**config.mk**
```make
export PLATFORM = sky130hd
export DESIGN_NAME = msb_first_bit_packer
export DESIGN_NICKNAME = d
export VERILOG_FILES = /design/src/sv/mbp_pkg.sv /design/src/sv/mbp_fifo.sv /design/src/sv/mbp_front.sv /design/src/sv/mbp_back.sv /design/src/sv/msb_first_bit_packer.sv
export SDC_FILE = /design/constraint.sdc
export NUM_CORES = 1
export LEC_CHECK = 0
export ABC_AREA = 1
export ABC_CLOCK_PERIOD_IN_PS = 8150
export BUFFER_PORTS_ARGS = -buffer_cell sky130_fd_sc_hd__buf_2
export CAP_MARGIN = 5
export CELL_PAD_IN_SITES_DETAIL_PLACEMENT = 0
export CELL_PAD_IN_SITES_GLOBAL_PLACEMENT = 2
export CORE_ASPECT_RATIO = 0.75
export CORE_MARGIN = 4
export CORE_UTILIZATION = 30
export DETAILED_ROUTE_END_ITERATION = 10
export PLACE_DENSITY_LB_ADDON = 0.1
export SYNTH_ARGS = -nofsm -noshare
export SYNTH_HDL_FRONTEND = slang
export SYNTH_SLANG_ARGS = --single-unit
```
**constraint.sdc**
```tcl
create_clock -name clk_i -period 8.15 [get_ports clk_i]
set_input_delay 1.2225 -clock clk_i [delete_from_list [all_inputs] [get_ports clk_i]]
set_output_delay 1.2225 -clock clk_i [all_outputs]
set_load 0.05 [all_outputs]
```
**src/sv/mbp_pkg.sv**
```systemverilog
package mbp_pkg;

  localparam int unsigned ValW   = 64;
  localparam int unsigned CntW   = 7;
  localparam int unsigned ByteW  = 8;
  localparam int unsigned PendW  = 7;
  localparam int unsigned PcntW  = 3;
  localparam int unsigned WordW  = 72;
  localparam int unsigned NbyteW = 4;

  localparam logic REQ_APPEND = 1'b0;
  localparam logic REQ_FLUSH  = 1'b1;

  typedef struct packed {
    logic            req_type;
    logic [ValW-1:0] field_value;
    logic [CntW-1:0] bit_count;
  } in_item_t;

  typedef struct packed {
    logic [ByteW-1:0] out_byte;
    logic             last_byte;
  } out_item_t;

  typedef struct packed {
    logic            flush;
    logic [ValW-1:0] value;
    logic [CntW-1:0] count;
  } cmd_t;

  typedef enum logic [1:0] {
    ST_IDLE,
    ST_ALIGN,
    ST_EMIT
  } back_state_e;

endpackage

```
**src/sv/mbp_fifo.sv**
```systemverilog
module mbp_fifo #(
  parameter int unsigned WIDTH = 8
) (
  input  logic             clk_i,
  input  logic             rst_ni,
  input  logic             push_i,
  input  logic [WIDTH-1:0] wdata_i,
  output logic             full_o,
  input  logic             pop_i,
  output logic [WIDTH-1:0] rdata_o,
  output logic             empty_o
);

  logic [WIDTH-1:0] mem_q [2];
  logic             wr_ptr_q, wr_ptr_d;
  logic             rd_ptr_q, rd_ptr_d;
  logic [1:0]       cnt_q, cnt_d;
  logic             do_push, do_pop;

  assign full_o  = (cnt_q == 2'd2);
  assign empty_o = (cnt_q == 2'd0);
  assign rdata_o = mem_q[rd_ptr_q];
  assign do_push = push_i && !full_o;
  assign do_pop  = pop_i && !empty_o;

  always_comb begin
    wr_ptr_d = do_push ? ~wr_ptr_q : wr_ptr_q;
    rd_ptr_d = do_pop ? ~rd_ptr_q : rd_ptr_q;
    cnt_d    = cnt_q;
    if (do_push && !do_pop) begin
      cnt_d = cnt_q + 2'd1;
    end else if (do_pop && !do_push) begin
      cnt_d = cnt_q - 2'd1;
    end
  end

  always_ff @(posedge clk_i or negedge rst_ni) begin
    if (!rst_ni) begin
      wr_ptr_q <= 1'b0;
      rd_ptr_q <= 1'b0;
      cnt_q    <= 2'd0;
    end else begin
      wr_ptr_q <= wr_ptr_d;
      rd_ptr_q <= rd_ptr_d;
      cnt_q    <= cnt_d;
    end
  end

  always_ff @(posedge clk_i) begin
    if (do_push) begin
      mem_q[wr_ptr_q] <= wdata_i;
    end
  end

endmodule

```
**src/sv/mbp_front.sv**
```systemverilog
module mbp_front import mbp_pkg::*; #(
  parameter int unsigned MAX_FIELD_BITS = 64
) (
  input  in_item_t req_i,
  output cmd_t     cmd_o
);

  localparam logic [CntW-1:0] MaxCnt = CntW'(MAX_FIELD_BITS);

  logic [CntW-1:0] cnt_sat;
  logic [ValW-1:0] val_mask;

  // a shift by the full width gives zero, so a count of 64 keeps every bit
  assign cnt_sat  = (req_i.bit_count > MaxCnt) ? MaxCnt : req_i.bit_count;
  assign val_mask = ~({ValW{1'b1}} << cnt_sat);

  assign cmd_o.flush = (req_i.req_type == REQ_FLUSH);
  assign cmd_o.value = req_i.field_value & val_mask;
  assign cmd_o.count = cnt_sat;

endmodule

```
**src/sv/mbp_back.sv**
```systemverilog
module mbp_back import mbp_pkg::*; (
  input  logic      clk_i,
  input  logic      rst_ni,
  input  cmd_t      cmd_i,
  input  logic      cmd_valid_i,
  output logic      cmd_pop_o,
  input  logic      out_full_i,
  output logic      out_push_o,
  output out_item_t res_o
);

  back_state_e       state_q, state_d;
  logic [WordW-1:0]  word_q, word_d;
  logic [CntW-1:0]   total_q, total_d;
  logic [NbyteW-1:0] nbytes_q, nbytes_d;
  logic [PendW-1:0]  pbits_q, pbits_d;
  logic [PcntW-1:0]  pcnt_q, pcnt_d;
  logic [ByteW-1:0]  flush_byte;

  // pending bits left-aligned in one byte, zero padding below
  assign flush_byte = ByteW'({1'b0, pbits_q} << (4'(ByteW) - {1'b0, pcnt_q}));

  assign res_o.out_byte  = word_q[WordW-1 -: ByteW];
  assign res_o.last_byte = (nbytes_q == NbyteW'(1));

  always_comb begin
    state_d    = state_q;
    word_d     = word_q;
    total_d    = total_q;
    nbytes_d   = nbytes_q;
    pbits_d    = pbits_q;
    pcnt_d     = pcnt_q;
    cmd_pop_o  = 1'b0;
    out_push_o = 1'b0;
    case (state_q)
      ST_IDLE: begin
        if (cmd_valid_i) begin
          cmd_pop_o = 1'b1;
          if (cmd_i.flush) begin
            word_d  = WordW'(flush_byte);
            total_d = (pcnt_q != '0) ? CntW'(ByteW) : '0;
          end else begin
            word_d  = (WordW'(pbits_q) << cmd_i.count) | WordW'(cmd_i.value);
            total_d = CntW'(pcnt_q) + cmd_i.count;
          end
          state_d = ST_ALIGN;
        end
      end
      ST_ALIGN: begin
        // oldest bit to the top of the word, whole bytes go out from there
        word_d   = word_q << (CntW'(WordW) - total_q);
        nbytes_d = total_q[CntW-1:PcntW];
        pcnt_d   = total_q[PcntW-1:0];
        pbits_d  = word_q[PendW-1:0] & ~({PendW{1'b1}} << total_q[PcntW-1:0]);
        state_d  = (total_q[CntW-1:PcntW] != '0) ? ST_EMIT : ST_IDLE;
      end
      ST_EMIT: begin
        if (!out_full_i) begin
          out_push_o = 1'b1;
          word_d     = word_q << ByteW;
          nbytes_d   = nbytes_q - NbyteW'(1);
          if (nbytes_q == NbyteW'(1)) begin
            state_d = ST_IDLE;
          end
        end
      end
      default: begin
        state_d = ST_IDLE;
      end
    endcase
  end

  always_ff @(posedge clk_i or negedge rst_ni) begin
    if (!rst_ni) begin
      state_q  <= ST_IDLE;
      nbytes_q <= '0;
      pbits_q  <= '0;
      pcnt_q   <= '0;
    end else begin
      state_q  <= state_d;
      nbytes_q <= nbytes_d;
      pbits_q  <= pbits_d;
      pcnt_q   <= pcnt_d;
    end
  end

  always_ff @(posedge clk_i) begin
    word_q  <= word_d;
    total_q <= total_d;
  end

endmodule

```
**src/sv/msb_first_bit_packer.sv**
```systemverilog
// an accepted beat passes the command queue, the back end's load, align and emit states
//   and the result queue; one item at a time, the back end emits its n bytes (0 to 8)
//   one per cycle from the alignment register while the result queue is not full
// a two-beat command queue and a two-beat result queue let each side stall on its own
// reset: asynchronous, active low; clears pending bits, pending count and both queues
module msb_first_bit_packer import mbp_pkg::*; #(
  parameter int unsigned MAX_FIELD_BITS = 64
) (
  input  logic      clk_i,
  input  logic      rst_ni,
  input  logic      push,
  output logic      full,
  input  in_item_t  req_i,
  input  logic      pop,
  output logic      empty,
  output out_item_t res_o
);

  localparam int unsigned CmdW = $bits(cmd_t);
  localparam int unsigned ResW = $bits(out_item_t);

  cmd_t      front_cmd;
  cmd_t      back_cmd;
  logic      cmd_empty;
  logic      cmd_pop;
  logic      res_full;
  logic      res_push;
  out_item_t back_res;

  mbp_front #(
    .MAX_FIELD_BITS(MAX_FIELD_BITS)
  ) u_front (
    .req_i(req_i),
    .cmd_o(front_cmd)
  );

  mbp_fifo #(
    .WIDTH(CmdW)
  ) u_cmd_q (
    .clk_i  (clk_i),
    .rst_ni (rst_ni),
    .push_i (push),
    .wdata_i(front_cmd),
    .full_o (full),
    .pop_i  (cmd_pop),
    .rdata_o(back_cmd),
    .empty_o(cmd_empty)
  );

  mbp_back u_back (
    .clk_i      (clk_i),
    .rst_ni     (rst_ni),
    .cmd_i      (back_cmd),
    .cmd_valid_i(!cmd_empty),
    .cmd_pop_o  (cmd_pop),
    .out_full_i (res_full),
    .out_push_o (res_push),
    .res_o      (back_res)
  );

  mbp_fifo #(
    .WIDTH(ResW)
  ) u_res_q (
    .clk_i  (clk_i),
    .rst_ni (rst_ni),
    .push_i (res_push),
    .wdata_i(back_res),
    .full_o (res_full),
    .pop_i  (pop),
    .rdata_o(res_o),
    .empty_o(empty)
  );

endmodule

```
# Word level (Yosys, flattened, before mapping)
# Memory sizes are Yosys's and may differ from the RTL's.
# Cells that the tools add are included.
[classes] add_sub_neg=8 n_lt_le_gt_ge=1 eq_ne=8 shift=5 n_mux=26 bitwise=10 reduce_logical=29
[op_table] cell="72-bit 2-to-1 mux" count=3
[op_table] cell="72-bit one-hot mux with 3 select lines" count=1
[op_table] cell="72-bit by 64-bit OR with 72-bit output" count=1
[op_table] cell="7-bit by 7-bit << shifter with 72-bit output" count=1
[op_table] cell="72-bit by 7-bit << shifter with 72-bit output" count=1
[op_table] cell="64-bit bitwise AND" count=1
[op_table] cell="64-bit inverter" count=1
[op_table] cell="64-bit by 7-bit << shifter with 64-bit output (first input constant)" count=1
[op_table] cell="2-bit 2-to-1 mux" count=8
[op_table] cell="7-bit 2-to-1 mux" count=2
[op_table] cell="1-bit logical AND" count=8
[op_table] cell="1-bit zero test" count=8
[op_table] cell="1-bit 2-to-1 mux" count=8
[op_table] cell="4-bit 2-to-1 mux" count=2
[op_table] cell="4-bit one-hot mux with 2 select lines" count=1
[op_table] cell="7-bit by 4-bit << shifter with 8-bit output" count=1
[op_table] cell="3-bit by 7-bit adder with 7-bit output" count=1
[op_table] cell="7-bit bitwise AND" count=1
[op_table] cell="7-bit > comparator (second input constant)" count=1
[op_table] cell="7-bit inverter" count=1
[op_table] cell="7-bit by 3-bit << shifter with 7-bit output (first input constant)" count=1
[op_table] cell="7-bit subtractor (first input constant)" count=1
[op_table] cell="2-bit equality test (second input constant)" count=3
[op_table] cell="2-bit zero test" count=3
[op_table] cell="other kinds (15)" count=27
[word_totals] register_bits=103 ram_bits=162 in_bits=76 output_inout_bits=11 elab_cells=101 memories=2
[memory_table] memory="u_cmd_q.mem_q" depth=2 width=72 rd=1 rd_ports_with_merged_regs=0 write_ports=1 line_no="mbp_fifo.sv:14" source="logic [WIDTH-1:0] mem_q [2];"
[memory_table] memory="u_res_q.mem_q" depth=2 width=9 rd=1 rd_ports_with_merged_regs=0 write_ports=1 line_no="mbp_fifo.sv:14"

# Depth between registers and ports, before layout
[depth] depth_word=8 depth_mapped=18 ltp_nobuf=14

# Hierarchy
# From an unflattened synthesis, not the netlist that was laid out.
[unflattened] hier_cells=2476 area_unflattened_um2=18167.4
[by_module_without_submodules] mod="mbp_back" instances=1 cells_each=1787 area_each_um2=10816.6 seq_area_each_um2=2772.7
[by_module_without_submodules] mod="mbp_fifo at u_cmd_q" instances=1 cells_each=407 area_each_um2=5490.3 seq_area_each_um2=4424.2
[by_module_without_submodules] mod="mbp_front" instances=1 cells_each=203 area_each_um2=975.9 seq_area_each_um2=0.0
[by_module_without_submodules] mod="mbp_fifo at u_res_q" instances=1 cells_each=78 area_each_um2=880.8 seq_area_each_um2=640.6
[by_module_without_submodules] mod="msb_first_bit_packer" instances=1 cells_each=1 area_each_um2=3.8 seq_area_each_um2=0.0

# Worst setup path after synthesis
# No wires, ideal clock.
[synth_timing] kind="input -> register" startpoint="input push" endpoint="memory u_cmd_q.mem_q[1][0] (netlist name), enable pin" setup_time_ns=0.504 t_arrival_ns=4.392 required_ns=7.646 setup_slack_ns=3.254 stages=2 n_path_buf=0 path_cell_list="o21ai_0 > nor2_1"
[synth_between] elab_chain_cells=3
[synth_lines] item="start: declaration" line_no="msb_first_bit_packer.sv:11" source="input logic push,"
[synth_lines] item="1-bit logical AND" line_no="mbp_fifo.sv:23" source="assign do_push = push_i && !full_o;"
[synth_lines] item="1-bit 2-to-1 mux" line_no="mbp_fifo.sv:50" source="if (do_push) begin"
[synth_lines] item="1-bit 2-to-1 mux (implied by the code)" line_no="mbp_fifo.sv:51" source="mem_q[wr_ptr_q] <= wdata_i;"
[synth_lines] item="end: declaration" line_no="mbp_fifo.sv:14"
# Every way passes these cells.

# Worst setup path in the final report
[layout_timing] startpoint="register u_back.total_q[0]" endpoint="register u_back.word_q[65] (data pin)"
[layout_between] elab_chain_cells=3
[layout_lines] item="start: declaration" line_no="mbp_back.sv:14" source="logic [CntW-1:0] total_q, total_d;"
[layout_lines] item="start signal: assignment" line_no="mbp_back.sv:89" source="total_q <= total_d;"
[layout_lines] item="7-bit subtractor" line_no="mbp_back.sv:51" source="word_d = word_q << (CntW'(WordW) - total_q);"
[layout_lines] item="72-bit by 7-bit << shifter with 72-bit output" line_no="mbp_back.sv:51"
[layout_lines] item="72-bit one-hot mux with 3 select lines" line_no="mbp_back.sv:35" source="case (state_q)"
[layout_lines] item="named net u_back.word_d[65]" line_no="mbp_back.sv:13" source="logic [WordW-1:0] word_q, word_d;"
[layout_lines] item="end signal: assignment" line_no="mbp_back.sv:88" source="word_q <= word_d;"
[layout_lines] item="end: declaration" line_no="mbp_back.sv:13"
# The timed path passes the listed nets, and every way through them passes these cells.
# A chain may end at the register's enable or synchronous reset.

==> impl_metrics.toml <==
[place]
routabilityCongestion = 0.931
dpl.hpwl_um = 63600
dp_slack_ps = 4200
port_buffers = 86

[route]
wl_um = 83000
vias_per_cell = 5.53
postRouteAntennaNets = 0
drc = 0
via_count = 17700
post_drt_wl_per_cell_um = 25.9
dr.pass1.iters = 5
drt_iter0_drc = 2354

[global_routing]
antenna_found_initial = 0
grt_pass1_vias = 16500
grt_max_degree = 72
grt_pass1_wl_um = 118000
gr-total-overflow = 0
grt_usage_pct = 25.5

[yosys]
synth_cells = 2375
seq_area_frac_synth_pct = 43.9
synth.net_count = 2469
avgSynthCellArea_sq_um = 7.51
synth_flop_cell = "edfxtp_1"
synth-edff-count = 241
ys_seq_elements = 265
yosys.area_share.adder_pct = 1.30
ys_top_cells_by_area = "edfxtp_1 (41%), nand2_1 (15%), nand3_1 (15%)"
synthMuxAreaShare_pct = 1.91
yosys.area.top_type = "edfxtp_1"
synth-xor-area-share_pct = 0.652
synth_top_family_by_area = "simple AND/OR/NAND/NOR gates"
ys_types = 56
yosys_warnings = 0
yosysTopAreaCellShare_pct = 40.6
synthArstFlopShare_pct = 9.06
synth_simple_gate_area_share_pct = 37.3
synth_compound_area_share_pct = 8.63
synth_area_sq_um = 17800

[sta]
fmaxAchievable_ghz = 0.245
rsz0062_at_grt = "false"
worstMarginPinSlew_ps = 1050
skew_ps = 34.3
setup_viol = 0
hold_viol_final = 0
maxSlewHeadroom_pct = 30.3
finalCriticalPeriod_ps = 4090
min_period_over_period_pct = 50.1
slew_viol_final = 0
tns_ps = 0
layout_setup_ws_ps = 4060

[die]
die_h_um = 219
fp.dieArea_sq_um = 63500
start_util_pct = 30.3
num_rows = 77
ios = 87
die_x_um = 290
fp.coreArea_sq_um = 58900

[worst_setup_path]
reg2reg_slack_ps = 4060
critPathBufInv = 4
worstPathCellList = "buf_4, inv_4, ha_2, ha_2, inv_2, buf_4, nand3_1, nand3_1, nand2_1, o21ai_0, nand2_1, nand3_1, nand2_1, nand2_1"
crit_type = "reg -> reg"
cpMostUsedCell = "nand2_1"
reg2reg_from = "u_back.total_q[0]"
cpPeakStageDelay_ps = 630
startpoint_type = "flip-flop"
path_max_fanout = 56
worstPathRequired_ps = 8620
crit_family = "buffers and inverters"
crit_slowest_cell = "buf_4"
critPathCaptureType = "flip-flop"
rr_endpoint = "u_back.word_q[65]"
crit_arrival_ps = 4550
rr_worst_depth = 14

[hold_path]
hold_start = "u_res_q.cnt_q[0]"
whs_path_depth = 1
holdPathEnd = "u_res_q.cnt_q[0]"
hold_class = "reg -> reg"

[clock_network]
clock_latency_ps = 600
numCtsBuffers = 30
cts_hold_buffers = 0
post_cts_buffers = 0
cts_max_level = 1
cts_tree = "yes"
ctsResizeCount = 0
cts_max_path_buffers = 3
root_buffer = "clkbuf_16"
cts.clk_slew.worst_paths_ps = 70
cts_sinks = 265

[cells_and_area]
num-fill-cells = 6380
mostFrequentLayoutCell = "nand2_1"
area_growth_pct = 11.4
final_core_util_pct = 33.7
fin_nets = 2484
layout_common_cells = "nand2_1 (736), nand3_1 (541), edfxtp_1 (241)"
n_antenna_cell = 0
layout-drive-gt1-share_pct = 8.91

[run_status]
status = "completed"

[job]
maxCapViolCount = 0
final cells by class:
class / count / area [sq um] / area share [%]
Multi-Input combinational cell: 1844 / 8920 / 44.9
Sequential cell: 265 / 7840 / 39.5
Tap cell: 790 / 988 / 4.98
Clock buffer: 34 / 787 / 3.96
Timing Repair Buffer: 115 / 648 / 3.26
Inverter: 134 / 505 / 2.54
Clock inverter: 21 / 179 / 0.901
synthesized netlist by cell type (all sizes together), types with 2 or more instances:
cell type and count:
o22ai 10, nand2 749, a32oi 2, o31ai 5, o21ai 116, xnor2 3
or2 6, mux2i 34, a21boi 8, buf 82, dfrtp 24, o211ai 19
a21oi 52, nand3 542, inv 130, o21a 4, nor3b 4, nand4 22
ha 17, nor3 11, clkbuf 50, xor2 6, nor2 182, and3 2
edfxtp 241, o211a 3, and2 6, clkinv 4, a22oi 23, a211oi 3
a31oi 8
kinds of logic after synthesis:
group,count (synthesis)
fa+ha+maj,18
flops,265
compound gates,257
buf+inv,266
simple gates,1526
xor+xnor,9
mux,34
worst max path at each step:
| stage | startpoint | to | slack, ps | cells after the start |
|---|---|---|---|---|
| after floorplan | push | u_cmd_q.mem_q[1][0] | 3250 | 2 |
| after global placement | u_back.total_q[0] | u_back.word_q[65] | 4210 | 14 |
| after detailed placement | u_back.total_q[0] | u_back.word_q[65] | 4200 | 14 |
| after CTS | u_back.total_q[0] | u_back.word_q[65] | 4160 | 14 |
| after global routing | u_back.total_q[0] | u_back.word_q[65] | 3820 | 14 |
| final | u_back.total_q[0] | u_back.word_q[65] | 4060 | 14 |
state kept, by name, indices dropped and copies added (netlist names):
signal            flops
u_back.pbits_q        7
u_res_q.cnt_q         2
u_res_q.wr_ptr_q      1
u_cmd_q.wr_ptr_q      1
u_back.pcnt_q         3
u_back.state_q        2
u_cmd_q.rd_ptr_q      1
u_cmd_q.mem_q       144
u_back.word_q        72
u_res_q.mem_q        18
u_res_q.rd_ptr_q      1
u_back.total_q        7
u_back.nbytes_q       4
u_cmd_q.cnt_q         2
metal layers:
metal / part of all wire, % / vias up / wire length (um) / global-route usage (%)
met5: 0 / - / 0 / 0
met3: 10 / 82 / 8620 / 7.72
li1: - / 8224 / - / -
met4: 2.4 / 0 / 2000 / 5.51
met2: 39 / 755 / 32200 / 34.5
met1: 48 / 8656 / 40100 / 39.5
through the flow:
| step | area [sq um] | hold slack [ps] | cells |
|---|---|---|---|
| 2_1_floorplan | 17800 | 445 | 2375 |
| 3_3_place_gp | 18900 | 503 | 3148 |
| 3_5_place_dp | 18900 | 507 | 3148 |
| 4_1_cts | 19900 | 520 | 3203 |
| 5_1_grt | 19900 | 541 | 3203 |
| 6_report | 19900 | 518 | 3203 |
Power is left out: the tool's default activity adds up to more than one toggle a clock period on the data nets, which glitch-free logic cannot reach.
